File: src/hw/rtl/cbc_pkg.sv
// Shared types and constants of the cartridge bank controller.
// No dependencies; imported by every controller module except the RAM.
package cbc_pkg;

    // External RAM geometry
    localparam int unsigned RAM_BANKS_DEF = 4;
    localparam int unsigned BANK_BYTES    = 8192;
    localparam int unsigned OFFSET_W      = $clog2(BANK_BYTES);
    localparam int unsigned BANK_SEL_W    = 2;

    // Configuration register indexes
    typedef enum logic [0:0] {
        REG_CONTROLLER_KIND = 1'b0,
        REG_RAM_PRESENT     = 1'b1
    } cfg_reg_t;

    // Controller kinds
    localparam logic KIND_MBC1 = 1'b0;
    localparam logic KIND_MBC3 = 1'b1;

    // Bus regions, decoded from address bits 15:13
    localparam logic [2:0] REGION_ENABLE   = 3'd0;
    localparam logic [2:0] REGION_ROM_BANK = 3'd1;
    localparam logic [2:0] REGION_UPPER    = 3'd2;
    localparam logic [2:0] REGION_MODE     = 3'd3;
    localparam logic [2:0] REGION_RAM      = 3'd5;

    // RAM enable keys
    localparam logic [7:0] RAM_ENABLE_KEY  = 8'h0A;
    localparam logic [7:0] RAM_DISABLE_KEY = 8'h00;

    // Decoded access from the bank registers
    typedef struct packed {
        logic       ram_wr;
        logic       ram_rd;
        logic       claimed;
        logic       bank_set;
        logic [6:0] rom_bank;
    } access_t;

    // Result fields waiting for the RAM read data
    typedef struct packed {
        logic       rd;
        logic       claimed;
        logic       bank_set;
        logic [6:0] rom_bank;
    } result_t;

endpackage

File: src/hw/rtl/cbc_out_stage.sv
// Result stage and output register with skid behavior toward the result channel.
// Depends on cbc_pkg.
module cbc_out_stage import cbc_pkg::*; (
    input  logic       aclk,
    input  logic       aresetn,
    input  logic       load,
    input  result_t    result,
    input  logic [7:0] ram_rdata,
    output logic       free,
    output logic       m_valid,
    input  logic       m_ready,
    output logic [7:0] m_read_data,
    output logic [6:0] m_rom_bank,
    output logic       m_rom_bank_set,
    output logic       m_claimed
);

    logic       s1_valid_reg, s1_valid_next;
    result_t    s1_reg;
    logic       o_valid_reg,  o_valid_next;
    logic [7:0] o_read_data_reg;
    logic [6:0] o_rom_bank_reg;
    logic       o_bank_set_reg;
    logic       o_claimed_reg;
    logic       s1_move;

    // Move the waiting item forward when the output register frees up
    always_comb begin
        s1_move       = s1_valid_reg && (!o_valid_reg || m_ready);
        free          = !s1_valid_reg || s1_move;
        s1_valid_next = load ? 1'b1 : (s1_move ? 1'b0 : s1_valid_reg);
        o_valid_next  = s1_move ? 1'b1 : (m_ready ? 1'b0 : o_valid_reg);
    end

    always_ff @(posedge aclk) begin
        if (!aresetn) begin
            s1_valid_reg <= 1'b0;
            o_valid_reg  <= 1'b0;
        end else begin
            s1_valid_reg <= s1_valid_next;
            o_valid_reg  <= o_valid_next;
        end
    end

    // Hold payloads; merge RAM read data on the way out
    always_ff @(posedge aclk) begin
        if (load) begin
            s1_reg <= result;
        end
        if (s1_move) begin
            o_read_data_reg <= s1_reg.rd ? ram_rdata : 8'd0;
            o_rom_bank_reg  <= s1_reg.rom_bank;
            o_bank_set_reg  <= s1_reg.bank_set;
            o_claimed_reg   <= s1_reg.claimed;
        end
    end

    assign m_valid        = o_valid_reg;
    assign m_read_data    = o_read_data_reg;
    assign m_rom_bank     = o_rom_bank_reg;
    assign m_rom_bank_set = o_bank_set_reg;
    assign m_claimed      = o_claimed_reg;

endmodule
File: config.mk
export PLATFORM = sky130hd
export DESIGN_NAME = cbc_out_stage
export DESIGN_NICKNAME = d
export VERILOG_FILES = /design/src/hw/rtl/cbc_pkg.sv /design/src/hw/rtl/cbc_out_stage.sv
export SDC_FILE = /design/constraint.sdc
export NUM_CORES = 1
export LEC_CHECK = 0
export ABC_AREA = 1
export BUFFER_PORTS_ARGS = -buffer_cell sky130_fd_sc_hd__buf_2
export CORE_MARGIN = 3
export CORE_UTILIZATION = 48
export DETAILED_ROUTE_END_ITERATION = 8
export GPL_ROUTABILITY_DRIVEN = 0
export PLACE_DENSITY = 0.78
export SLEW_MARGIN = 20
export SYNTH_ARGS = -nofsm -noshare
export SYNTH_HDL_FRONTEND = slang
export SYNTH_SLANG_ARGS = --single-unit
File: constraint.sdc
create_clock -name aclk -period 4.7 [get_ports aclk]
set_input_delay 1.41 -clock aclk [delete_from_list [all_inputs] [get_ports aclk]]
set_output_delay 1.41 -clock aclk [all_outputs]
set_load 0.005 [all_outputs]
==> results.py <==
metrics = {
    "logic_synthesis": {
        "ys_async_sr_fraction": 0,
        "yosysWarnings": 0,
        "synth_area_sq_um": 955,
        "synth_edf_count": 27,
        "synth_most_common_cell": "edfxtp_1",
        "synth.top_cells.by_area": "edfxtp_1, inv_1, dfxtp_1",
        "synth_area_per_cell_sq_um": 17.4,
        "netlist_instances": 55,
        "yosysUniqueCellTypes": 7,
        "synth_area_leader_cell": "edfxtp_1",
        "synth_seq_cells": 29,
        "yosysSeqAreaShare": 0.891,
        "synth-main-ff-cell": "edfxtp_1",
        "synth_common_cells": "edfxtp_1, inv_1, nand2_1, a21oi_1, dfxtp_1",
        "synth_top_area_frac": 0.849,
        "syn-num-nets": 77,
    },
    "setup_path": {
        "cp_data_required_time_ps": 3290,
        "worstPathArrival_ps": 1840,
        "start_kind": "input port",
        "cp_max_fo": 3,
        "crit_top_cell": "buf_2",
        "crit_slowest_cell": "buf_2",
        "end_kind": "output port",
        "crit_chain": "buf_2, inv_1, nand3_1, buf_2",
        "crit_type": "in2out",
        "slowest_delay_ps": 150,
    },
    "timing": {
        "timing.fmax_ghz": 0.308,
        "post-route-period-util": 0.691,
        "worst_pin_slew_ps": 852,
        "tns_ps": 0,
        "whs_ps": 424,
        "final.setup_skew_ps": 7.94,
        "period_minus_slack_ps": 3250,
        "max_slew_margin": 0.432,
        "hold_viol_final": 0,
        "final_max_slew_viol_count": 0,
        "setup_violations": 0,
        "rsz0062_at_grt": "no",
    },
    "global_route": {
        "antenna_found_initial": 0,
        "grt_pass1_vias": 541,
        "grt_pass1_wl_mm": 2.19,
        "overflow": 0,
        "grt_max_degree": 18,
        "grtUsageTotal": 0.124,
    },
    "route": {
        "vias": 542,
        "routed.top_layer": "met4",
        "postRouteAntennaNets": 0,
        "drc": 0,
        "routed_wl_mm": 1.34,
        "post_drt_wl_per_cell_um": 10.5,
        "dr_wl_met2_um": 786,
        "drt_iter0_drc": 17,
        "wl_met1_um": 424,
        "firstDrtPassIters": 4,
        "wl_met3_um": 114,
        "viasPerCell": 4.27,
    },
    "final_layout": {
        "diodes": 0,
        "fill_cells": 134,
        "drive_gt1_frac": 0.480,
        "largest_reg_flops": 10,
        "area_delta_synth_final_pct": 31.5,
        "nets": 123,
    },
    "place": {
        "port_buffers": 40,
        "post-dp-hpwl_mm": 1.03,
    },
    "die": {
        "io_pins": 41,
        "dieArea_sq_mm": 0.00256,
        "core-area_sq_mm": 0.00180,
        "rows": 15,
        "dieWidth_um": 50.6,
        "initial_core_util": 0.530,
        "die_h_um": 50.6,
    },
    "clock_tree": {
        "htreeDepth": 2,
        "cts_sinks": 29,
        "clock_path_buffers": 2,
        "cts_resized": 0,
        "cts_tree": "yes",
        "cts_setup_buffers": 0,
        "cts_hold_buf": 0,
        "ctsRootBufferMaster": "clkbuf_4",
        "clkLatencyLatePin_ps": 310,
        "clk_pin_slew_ps": 80,
        "cts-buffers-inserted": 5,
    },
    "flow_run": {
        "max-cap-violations": 0,
    },
    "power": {
        "irDropWorstVdd_mv": 0.233,
        "leakage_uw": 0.000581,
        "power_density_mw_per_mm2": 393,
    },
    "hold_path": {
        "hold_path.class": "reg2reg",
    },
    "outcome": {
        "outcome": "finished, final reports clean",
    },
}
==> final timing paths <==
check	from	to	slack, ps	cells after the start
worst min-delay path	s1_reg[4]	m_rom_bank[4]	420	0
worst max register to register	s1_valid_reg	m_read_data[2]	3300	2
worst min register to register	s1_reg[4]	m_rom_bank[4]	420	0
worst max-delay path	m_ready	free	1450	4
==> through the flow <==
step | total power (uW) | instance area [sq um] | utilization | cells | worst slack [ps]
floorplan | 319 | 955 | - | 55 | 1730
global placement | 337 | 1180 | 0.658 | 119 | 1490
detailed placement | 339 | 1180 | 0.658 | 119 | 1460
CTS | 499 | 1250 | 0.697 | 127 | 1460
global route | 517 | 1250 | 0.697 | 127 | 1390
finish | 493 | 1250 | 0.697 | 127 | 1450
==> final cells by class <==
type | count | area (sq um) | share of cell area
Clock inverter | 1 | 5.00 | 0.00399
Inverter | 12 | 45.0 | 0.0359
Clock buffer | 7 | 65.1 | 0.0518
Timing Repair Buffer | 40 | 200 | 0.160
Tap cell | 25 | 31.3 | 0.0249
Multi-Input combinational cell | 13 | 57.6 | 0.0459
Sequential cell | 29 | 851 | 0.678
==> cell families (layout without fill, tap and decap cells) <==
family                 after synthesis  count (layout)  share of synthesized area
DFF                                 29              29                      0.891
buffers and inverters               13              60                     0.0524
and+or+nand+nor                     10              10                     0.0406
AOI/OAI and AO/OA                    3               3                     0.0157
==> critical path, delay by kind of cell <==
kind / cells / cell delay [ps]
buffers and inverters: 3 / 320
AND/OR/NAND/NOR: 1 / 100
==> layer usage <==
layer / GRT usage / vias up
li1: - / 275
met1: 0.107 / 241
met2: 0.233 / 24
met3: 0.0534 / 2
met4: 0.0673 / 0
met5: 0 / -
==> cells in the final DEF (no fill, tap or decap) <==
cell / count
buf_2: 40
a21oi_1: 2
a21oi_2: 1
edfxtp_1: 27
nand3_1: 1
inv_1: 12
clkbuf_4: 5
clkinv_2: 1
dfxtp_1: 2
clkbuf_8: 2
nand2_1: 9
==> power breakdown <==
part	switching, uW	total [uW]	internal [uW]	leakage (uW)
clock network	74.2	161	86.6	0.0000413
logic	13.5	26.6	13.1	0.000263
registers	4.83	305	301	0.000276
total	92.5	493	400	0.000581
Note: power is estimated with default switching activity, not from simulation.
