--- src/hw/rtl/cbc_pkg.sv ---
// Shared types and constants of the cartridge bank controller.
// No dependencies; imported by every controller module except the RAM.
package cbc_pkg;

    // External RAM geometry
    localparam int unsigned RAM_BANKS_DEF = 4;
    localparam int unsigned BANK_BYTES    = 8192;
    localparam int unsigned OFFSET_W      = $clog2(BANK_BYTES);
    localparam int unsigned BANK_SEL_W    = 2;

    // Configuration register indexes
    typedef enum logic [0:0] {
        REG_CONTROLLER_KIND = 1'b0,
        REG_RAM_PRESENT     = 1'b1
    } cfg_reg_t;

    // Controller kinds
    localparam logic KIND_MBC1 = 1'b0;
    localparam logic KIND_MBC3 = 1'b1;

    // Bus regions, decoded from address bits 15:13
    localparam logic [2:0] REGION_ENABLE   = 3'd0;
    localparam logic [2:0] REGION_ROM_BANK = 3'd1;
    localparam logic [2:0] REGION_UPPER    = 3'd2;
    localparam logic [2:0] REGION_MODE     = 3'd3;
    localparam logic [2:0] REGION_RAM      = 3'd5;

    // RAM enable keys
    localparam logic [7:0] RAM_ENABLE_KEY  = 8'h0A;
    localparam logic [7:0] RAM_DISABLE_KEY = 8'h00;

    // Decoded access from the bank registers
    typedef struct packed {
        logic       ram_wr;
        logic       ram_rd;
        logic       claimed;
        logic       bank_set;
        logic [6:0] rom_bank;
    } access_t;

    // Result fields waiting for the RAM read data
    typedef struct packed {
        logic       rd;
        logic       claimed;
        logic       bank_set;
        logic [6:0] rom_bank;
    } result_t;

endpackage

--- src/hw/rtl/cbc_bank_regs.sv ---
// Bank control registers, configuration registers and access decode.
// Depends on cbc_pkg.
module cbc_bank_regs import cbc_pkg::*; (
    input  logic        aclk,
    input  logic        aresetn,
    input  logic        cfg_write,
    input  logic        cfg_index,
    input  logic        cfg_data,
    input  logic        accept,
    input  logic        command,
    input  logic [15:0] address,
    input  logic [7:0]  write_data,
    output access_t     access,
    output logic [1:0]  ram_bank
);

    logic       kind_reg,     kind_next;
    logic       present_reg,  present_next;
    logic       ram_on_reg,   ram_on_next;
    logic [1:0] upper_reg,    upper_next;
    logic       mode_reg,     mode_next;
    logic [1:0] ram_bank_reg, ram_bank_next;
    logic [6:0] rom_bank_reg, rom_bank_next;

    logic [2:0] region;
    logic       in_window;
    logic       ram_ok;
    logic [6:0] mbc1_raw;
    logic [6:0] mbc1_bank;
    logic [6:0] mbc3_bank;

    // Bank candidates for a write to the ROM bank region
    always_comb begin
        region    = address[15:13];
        in_window = (region == REGION_RAM);
        ram_ok    = present_reg && ram_on_reg;
        mbc1_raw  = {(mode_reg ? 2'b00 : upper_reg), write_data[4:0]};
        mbc1_bank = (write_data[4:0] == 5'd0) ? mbc1_raw + 7'd1 : mbc1_raw;
        mbc3_bank = (write_data[6:0] == 7'd0) ? 7'd1 : write_data[6:0];
    end

    // Configuration writes
    always_comb begin
        kind_next    = kind_reg;
        present_next = present_reg;
        if (cfg_write) begin
            case (cfg_reg_t'(cfg_index))
                REG_CONTROLLER_KIND: kind_next    = cfg_data;
                REG_RAM_PRESENT:     present_next = cfg_data;
                default: ;
            endcase
        end
    end

    // Decode one accepted item
    always_comb begin
        ram_on_next     = ram_on_reg;
        upper_next      = upper_reg;
        mode_next       = mode_reg;
        ram_bank_next   = ram_bank_reg;
        rom_bank_next   = rom_bank_reg;
        access.ram_wr   = 1'b0;
        access.ram_rd   = 1'b0;
        access.claimed  = 1'b0;
        access.bank_set = 1'b0;
        if (accept) begin
            if (!command) begin
                if (in_window && ram_ok) begin
                    access.ram_rd  = 1'b1;
                    access.claimed = 1'b1;
                end
            end else if (!address[15]) begin
                access.claimed = 1'b1;
                case (region)
                    REGION_ENABLE: begin
                        if (write_data == RAM_ENABLE_KEY) begin
                            ram_on_next = 1'b1;
                        end else if (write_data == RAM_DISABLE_KEY) begin
                            ram_on_next = 1'b0;
                        end
                    end
                    REGION_ROM_BANK: begin
                        rom_bank_next   = (kind_reg == KIND_MBC3) ? mbc3_bank : mbc1_bank;
                        access.bank_set = 1'b1;
                    end
                    REGION_UPPER: begin
                        if (kind_reg == KIND_MBC1) begin
                            if (!mode_reg) begin
                                upper_next = write_data[1:0];
                            end else begin
                                ram_bank_next = write_data[1:0];
                            end
                        end else if (write_data[7:2] == 6'd0) begin
                            ram_bank_next = write_data[1:0];
                        end
                    end
                    REGION_MODE: begin
                        if (kind_reg == KIND_MBC1) begin
                            mode_next = write_data[0];
                        end
                    end
                    default: ;
                endcase
            end else if (in_window && ram_ok) begin
                access.ram_wr  = 1'b1;
                access.claimed = 1'b1;
            end
        end
        access.rom_bank = rom_bank_next;
    end

    // Advance the register state
    always_ff @(posedge aclk) begin
        if (!aresetn) begin
            kind_reg     <= KIND_MBC1;
            present_reg  <= 1'b0;
            ram_on_reg   <= 1'b0;
            upper_reg    <= 2'd0;
            mode_reg     <= 1'b0;
            ram_bank_reg <= 2'd0;
            rom_bank_reg <= 7'd1;
        end else begin
            kind_reg     <= kind_next;
            present_reg  <= present_next;
            ram_on_reg   <= ram_on_next;
            upper_reg    <= upper_next;
            mode_reg     <= mode_next;
            ram_bank_reg <= ram_bank_next;
            rom_bank_reg <= rom_bank_next;
        end
    end

    assign ram_bank = ram_bank_reg;

endmodule

--- config.mk ---
export PLATFORM = sky130hd
export DESIGN_NAME = cbc_bank_regs
export DESIGN_NICKNAME = d
export VERILOG_FILES = /design/src/hw/rtl/cbc_pkg.sv /design/src/hw/rtl/cbc_bank_regs.sv
export SDC_FILE = /design/constraint.sdc
export NUM_CORES = 1
export LEC_CHECK = 0
export BUFFER_PORTS_ARGS = -buffer_cell sky130_fd_sc_hd__clkbuf_2
export CORE_ASPECT_RATIO = 0.75
export CORE_MARGIN = 2
export CORE_UTILIZATION = 45
export DETAILED_ROUTE_END_ITERATION = 7
export HOLD_SLACK_MARGIN = 0.15
export PLACE_DENSITY = 0.9
export SLEW_MARGIN = 20
export SYNTH_ARGS = -nofsm -noshare
export SYNTH_HDL_FRONTEND = slang
export SYNTH_SLANG_ARGS = --single-unit
--- constraint.sdc ---
create_clock -name aclk -period 3 [get_ports aclk]
set_input_delay 0.6 -clock aclk [delete_from_list [all_inputs] [get_ports aclk]]
set_output_delay 0.6 -clock aclk [all_outputs]
set_load 0.1 [all_outputs]
==> impl_metrics.ini <==
[critical_path]
crit_chain = clkbuf_2 > inv_1 > ha_1 > or4b_4 > or3b_1 > a31oi_4 > buf_12
cp_slowest_stage_delay_ns = 0.50
crit_fanout = 5
worstPathRequired_ns = 2.40
worstSetupPathType = input port to output port
cp_slowest_cell = or4b_4
r2r_slack_ns = 1.33
cp-start-kind = input port
crit_arrival_ns = 2.32
worstSetupEndpointType = output port

[clock_tree]
clkTransAtPathRegs_ns = 0.08
cts_buffers = 3
cts-root-buf = clkbuf_4
clkLatencyLatePin_ns = 0.28
clock_path_buffers = 2
numClockSinks = 15
cts_tree = yes
post_cts_buffers = 0
ctsHtreeMaxLevel = 1
ctsResizeCount = 0
cts_hold_buf = 0

[placed_design]
hpwl_um = 1790
place_inst = 149
place.gp.congestion = 0.807
dp_slack_ns = 0.109
dpl_cell_area_um2 = 1120
io_buffers = 30

[logic_synthesis]
syn_inst = 97
synth_nets = 131
seq_area_frac_synth_pct = 36.6
synthMostInstantiatedCell = dfxtp_1
syn_area_um2 = 820
ys_warn_count = 0
synth_area_leaders = dfxtp_1, mux2i_1, nand2_1
ys_async_sr_fraction_pct = 0
synth_edf_count = 0
ys.flop_type = dfxtp_1
synth_area_leader_cell = dfxtp_1
yosysUniqueCellTypes = 33
synth-seq-cells = 15
synth_common_cells = dfxtp_1, nand2_1, nor2_1, a21oi_1, mux2i_1
syn_avg_cell_area_um2 = 8.45
synth_top_area_share_pct = 36.6

[timing]
setup_viol = 0
fmax_mhz = 343
drv_slew = 0
hold_viol = 0
worst_pin_slew_ns = 0.656
setup_tns_ns = 0
finClkSkew_ns = 0.00606
max-slew-margin-rel_pct = 55.7
rsz0062_at_grt = false
setup_slack_ns = 0.0844
fin_crit_sh_pct = 97.2
period_needed_ns = 2.92

[detailed_routing]
drc = 0
drtIter0Drc = 23
vias = 877
first_pass_iters = 4
ant_nets = 0
wl_um = 2210
wire_per_inst_um = 14.4
viasPerCell = 5.73

[layout]
fin_cells = 153
nets = 166
area_growth_pct = 40.2
final_cell_area_um2 = 1150
largest_reg_flops = 7
layout-drive-gt1-share_pct = 35.1
antenna_cells = 0

[power_and_ir_drop]
power_leakage_nw = 0.526
pwr_density_cell_nw_per_um2 = 363
peakVddDrop_mv = 0.229

[global_routing]
overflow = 0
antenna_found_initial = 0
grt_pass1_vias = 775
grt_usage_pct = 22.2
grt_max_degree = 14
grt_pass1_wl_um = 3310

[floorplanning]
initial_core_util_pct = 47.5
core_region_area_um2 = 1720
die_area_um2 = 2180
dieHeight_um = 41.0
die_w_um = 53.3
rows = 13
io_pins = 44

[job]
drv_cap = 0

[hold_path]
min_path_type = register to register

[outcome]
outcome = complete, no violations
==> stage by stage <==
stage / utilization (%) / total power, mW / hold WS, ns
3_5_place_dp: 65.1 / 0.305 / 0.447
2_1_floorplan: - / 0.266 / 0.432
3_3_place_gp: 65.1 / 0.301 / 0.449
6_report: 66.6 / 0.417 / 0.462
4_1_cts: 66.6 / 0.417 / 0.468
5_1_grt: 66.6 / 0.435 / 0.491
==> where the power goes <==
| group | switching (mW) | internal, mW | leakage [nW] |
|---|---|---|---|
| clock network | 0.0636 | 0.0516 | 0.0150 |
| registers | 0.00373 | 0.203 | 0.121 |
| logic | 0.0618 | 0.0333 | 0.390 |
| total | 0.129 | 0.287 | 0.526 |
==> worst paths after layout <==
kind,startpoint,end,depth (start not counted)
setup / recovery,write_data[0],access[1],7
setup reg to reg,kind_reg,ram_bank[1],3
hold reg to reg,ram_bank[1],ram_bank[1],2
hold / removal,ram_bank[1],ram_bank[1],2
==> logic make-up after synthesis <==
group / Yosys count / share of synthesized area (%)
compound gates: 21 / 16.0
mux: 8 / 10.1
fa+ha+maj: 3 / 4.58
flops: 15 / 36.6
simple gates: 43 / 29.3
buf+inv: 7 / 3.36
==> per-layer routing <==
metal / global-route usage [%] / share of wire [%] / up-vias
li1: - / - / 414
met1: 26.2 / 41 / 409
met2: 40.4 / 49 / 48
met3: 3.28 / 8.0 / 6
met4: 10.9 / 1.9 / 0
met5: 0 / 0 / -
==> critical path: cells and delay by family <==
| kind | cells | cell delay [ns] |
|---|---|---|
| AOI/OAI and AO/OA | 1 | 0.24 |
| adders and majority gates | 1 | 0.17 |
| and+or+nand+nor | 2 | 0.94 |
| buffers and inverters | 3 | 0.36 |
==> cells in the final DEF (no fill, tap or decap), types with 2 or more instances in the layout <==
cell type / instances
mux2_2: 2
inv_1: 3
ha_1: 3
nor3b_1: 2
and2_1: 3
nand2_1: 12
a21oi_2: 2
o211ai_1: 2
buf_4: 4
clkbuf_2: 24
buf_12: 5
a21oi_1: 5
clkbuf_4: 3
nand4b_1: 2
nor2b_1: 2
nor2_1: 11
a211oi_1: 3
dfxtp_1: 15
mux2i_1: 6
o21ai_0: 2
==> final cells by class <==
| cell class | count | area, um2 |
|---|---|---|
| Inverter | 4 | 15.0 |
| Tap cell | 22 | 27.5 |
| Multi-Input combinational cell | 75 | 529 |
| Timing Repair Buffer | 33 | 250 |
| Clock buffer | 4 | 26.3 |
| Fill cell | 167 | 576 |
| Sequential cell | 15 | 300 |
Note: power is estimated with default switching activity, not from simulation.
